File: config.mk
export PLATFORM = sky130hd
export DESIGN_NAME = wrs_ram
export DESIGN_NICKNAME = d
export VERILOG_FILES = /design/src/rtl/weighted_random_selector_assert.svh /design/src/rtl/wrs_ram.sv
export SDC_FILE = /design/constraint.sdc
export NUM_CORES = 2
export LEC_CHECK = 0
export ABC_AREA = 1
export BUFFER_PORTS_ARGS = -buffer_cell sky130_fd_sc_hd__buf_2
export CORE_ASPECT_RATIO = 0.7
export CORE_MARGIN = 3
export CORE_UTILIZATION = 45
export CTS_CLUSTER_SIZE = 30
export DETAILED_ROUTE_END_ITERATION = 8
export GPL_TIMING_DRIVEN = 0
export MAX_ROUTING_LAYER = met4
export SLEW_MARGIN = 20
export SYNTH_ARGS = -nofsm -noshare
export SYNTH_HDL_FRONTEND = slang
export SYNTH_SLANG_ARGS = --single-unit
File: constraint.sdc
create_clock -name clk -period 1.6 [get_ports clk]
set_input_delay 0.08 -clock clk [delete_from_list [all_inputs] [get_ports clk]]
set_output_delay 0.08 -clock clk [all_outputs]
set_load 0.02 [all_outputs]
File: src/rtl/weighted_random_selector_assert.svh
// ----------------------------------------------------------------------------
// Weighted random selector assertion macros
// Property shorthands clocked on clk and disabled while rst_n is low.
// ----------------------------------------------------------------------------
`ifndef WEIGHTED_RANDOM_SELECTOR_ASSERT_SVH
`define WEIGHTED_RANDOM_SELECTOR_ASSERT_SVH

// Same-cycle implication.
`define WRS_ASSERT_NOW(lbl, ante, cons, msg) \
  lbl: assert property (@(posedge clk) disable iff (!rst_n) (ante) |-> (cons)) \
    else $error(msg);

// Next-cycle implication.
`define WRS_ASSERT_NEXT(lbl, ante, cons, msg) \
  lbl: assert property (@(posedge clk) disable iff (!rst_n) (ante) |=> (cons)) \
    else $error(msg);

`endif

File: src/rtl/wrs_ram.sv
// ----------------------------------------------------------------------------
// wrs_ram
// Generic one-write one-read RAM with registered read data.
// ----------------------------------------------------------------------------
`timescale 1ns / 1ps

module wrs_ram #(
  parameter int WIDTH = 8,
  parameter int DEPTH = 256,
  localparam int AW = (DEPTH > 1) ? $clog2(DEPTH) : 1
) (
  input  logic             clk,
  input  logic             we,
  input  logic [AW-1:0]    waddr,
  input  logic [WIDTH-1:0] wdata,
  input  logic [AW-1:0]    raddr,
  output logic [WIDTH-1:0] rdata
);

  logic [WIDTH-1:0] mem [DEPTH];

  always_ff @(posedge clk) begin
    if (we) begin
      mem[waddr] <= wdata;
    end
    rdata <= mem[raddr];
  end

endmodule

==> impl_metrics.yaml <==
layout:
  area_delta_synth_final_pct: 16.62
  multiInputGateArea_mm2: 0.02194
  seqCellArea_mm2: 0.06166
  nFillCells: 15700
  final_util_pct: 53.07
  nets: 7318
  layout-drive-gt1-share_pct: 16.94
  layout_common_cells: "nand2_1 (2095), edfxtp_1 (2048), nand3_1 (1813)"
  final_common_cell: "nand2_1"
worst_setup_path:
  crit_type: "in2reg"
  startpoint_type: "primary input"
  cp_max_fo: 13
  arrival_ps: 2920
  r2r_cells: 10
  r2r-end: "rdata[2]$_DFF_P_"
  crit_path_end_kind: "register"
  rrSetupSlack_ps: -320
  cp.required_ps: 2390
  reg2reg_from: "mem[198][2]$_DFFE_PP_"
worst_hold_path:
  hp-start: "waddr[5]"
  whs_path_depth: 4
  holdPathEnd: "mem[66][7]$_DFFE_PP_"
  worstHoldPathType: "in2reg"
synth:
  yosysWarnings: 0
  yosysUniqueCellTypes: 14
  synth_area_mm2: 0.08340
  ys_ff_latch: 2056
  syn_avg_cell_area_um2: 11.91
  ys_seq_area_share_pct: 73.94
  syn_nets: 7029
  syn_inst: 7003
sta:
  finalMaxSlewViolations: 11
  rsz0062_at_grt: "true"
  finalWorstSetupSlack_ps: -529.7
  max_slew_margin_pct: -5.126
  worstMarginPinSlew_ps: 1577
  finalClockSkew_ps: 42.84
  setup_viol: 1020
  max_freq_mhz: 469.6
  hold_violations: 0
  finalCritPeriodShare_pct: 133.1
  period_minus_slack_ps: 2130
floorplan:
  core_area_mm2: 0.1832
  die_y_um: 366.2
  die_x_um: 520.5
  die_area_mm2: 0.1906
  io_pins: 34
  rows: 131
  start_util_pct: 45.51
clock_network:
  cts_buffers: 201
  cts_buffer_depth: 4
  cts_tree: "yes"
  cts.sinks: 2056
  root_buffer: "clkbuf_16"
  h-tree-depth: 4
  path_clk_slew_ps: 70
  clock_latency_ps: 910
detailed_routing:
  wire_per_inst_um: 36.81
  num_vias: 63370
  routed_via_density: 6.384
  final_antenna_net_count: 0
  drcViolationCount: 1
  wirelength_um: 365300
  drt_first_iter_violations: 12770
  dr.pass1.iters: 9
pwr:
  seqPwrFrac_pct: 51.4
  p_comb_share_pct: 8.6
  p_total_mw: 115.4
  p_leak_nw: 33.63
  clkPwrFrac_pct: 39.9
  ir_worst_vdd_uv: 1165
  swShare_pct: 25.34
  intPower_mw: 86.19
  p_sw_mw: 29.25
  powerDensity_mw_per_mm2: 1187
grt:
  grt_pass1_wl_um: 482500
  grt-ovfl-total: 0
  grt_usage_pct: 38.46
  grt_max_degree: 113
  grt_pass1_vias: 55750
  antenna_found_initial: 20
placed_design:
  place_hpwl_um: 253300
  gp_congestion: 1.080
  io_buffer_count: 26
outcome:
  violations: "design-rule violations, max-capacitance violations, max-slew violations, negative setup slack"
  status: "finished, violations left"
job:
  cap_violations: 1
routing by layer:
metal  GRT usage (%)  up-vias  wire length (um)
li1                -    25520                 -
met1           55.52    31520            145200
met2           47.30     5531            139400
met3           16.37      786             64410
met4           14.28        0             16270
met5               -        -                 0
cell usage after synthesis:
cell / n / area (um^2)
buf_1: 40 / 150.1
buf_2: 268 / 1341
buf_4: 46 / 345.3
buf_6: 16 / 180.2
buf_8: 1 / 15.01
clkbuf_1: 112 / 420.4
dfxtp_1: 8 / 160.2
edfxtp_1: 2048 / 61500
inv_1: 36 / 135.1
inv_2: 2 / 7.510
inv_4: 1 / 6.260
nand2_1: 2123 / 7969
nand3_1: 2019 / 10100
nor2_1: 283 / 1062
critical path, cell delays in order:
cell      delay [ps]
buf_2            110
clkbuf_2         680
buf_1            820
nand3_1          400
nand3_1          260
nand3_1           90
nand2_1          190
nand2_1           80
nand2_1          150
state kept, by name (all words and copies together) (netlist names):
name / cells
mem: 2048
rdata: 8
power by group through the flow:
| stage | Combinational [mW] | Sequential, mW | Clock (mW) |
|---|---|---|---|
| after global placement | 8.43 | 60.8 | 0 |
| after detailed placement | 8.69 | 60.5 | 0 |
| after CTS | 8.89 | 59.4 | 45.8 |
| after floorplan | 3.66 | 60.6 | 0 |
| final | 9.96 | 59.4 | 46.1 |
| after global routing | 10.0 | 59.4 | 48.0 |
cell type report:
type                    count  share of cell area (%)
clock inverters           110                  0.8594
well taps                2460                   3.165
diodes                     22                 0.05661
inverters                  39                  0.1531
plain buffers             483                   3.076
clock buffers             244                   5.360
multi-input cells        4425                   22.56
flip-flops and latches   2056                   63.40
repair buffers             86                   1.369
logic make-up after synthesis:
group                  synth area share [%]
flip-flops                            73.94
AND/OR/NAND/NOR                       22.95
buffers and inverters                 3.119
timing repair:
| action | CTS | global route |
|---|---|---|
| hold buffers | 9 | 2 |
| endpoints found under the hold margin | 843 | 16 |
| gates cloned | 0 | 0 |
| pin swaps | 14 | 84 |
| setup endpoints to repair | 1719 | 1324 |
| setup buffers | 0 | 23 |
| gates resized for setup | 320 | 542 |
metrics by stage:
step                      std cells  instance area (um^2)  hold slack (ps)  setup slack (ps)  setup TNS [ps]
after detailed placement       9515                 87520            467.0             -2059        -2197910
after CTS                      9878                 94640           -400.5            -324.5          -98070
after global placement         9489                 86600            496.7             -3438        -9055090
final                          9925                 97250            61.35            -529.7          -94200
after global routing           9914                 97230            58.22            -261.2          -46760
after floorplan                7003                 83400            178.9             28.53               0
how the worst max path moves through the flow:
stage                         startpoint  depth (start not counted)  slack [ps]               endpoint
floorplan                             we                          4          30  mem[162][0]$_DFFE_PP_
global placement                wdata[3]                          1       -3440  mem[202][3]$_DFFE_PP_
detailed placement              raddr[1]                         12       -2060       rdata[6]$_DFF_P_
CTS                 mem[71][6]$_DFFE_PP_                         10        -320       rdata[6]$_DFF_P_
global route                    raddr[3]                         10        -260       rdata[2]$_DFF_P_
finish                          raddr[4]                          9        -530       rdata[2]$_DFF_P_
Note: power is estimated with default switching activity, not from simulation.
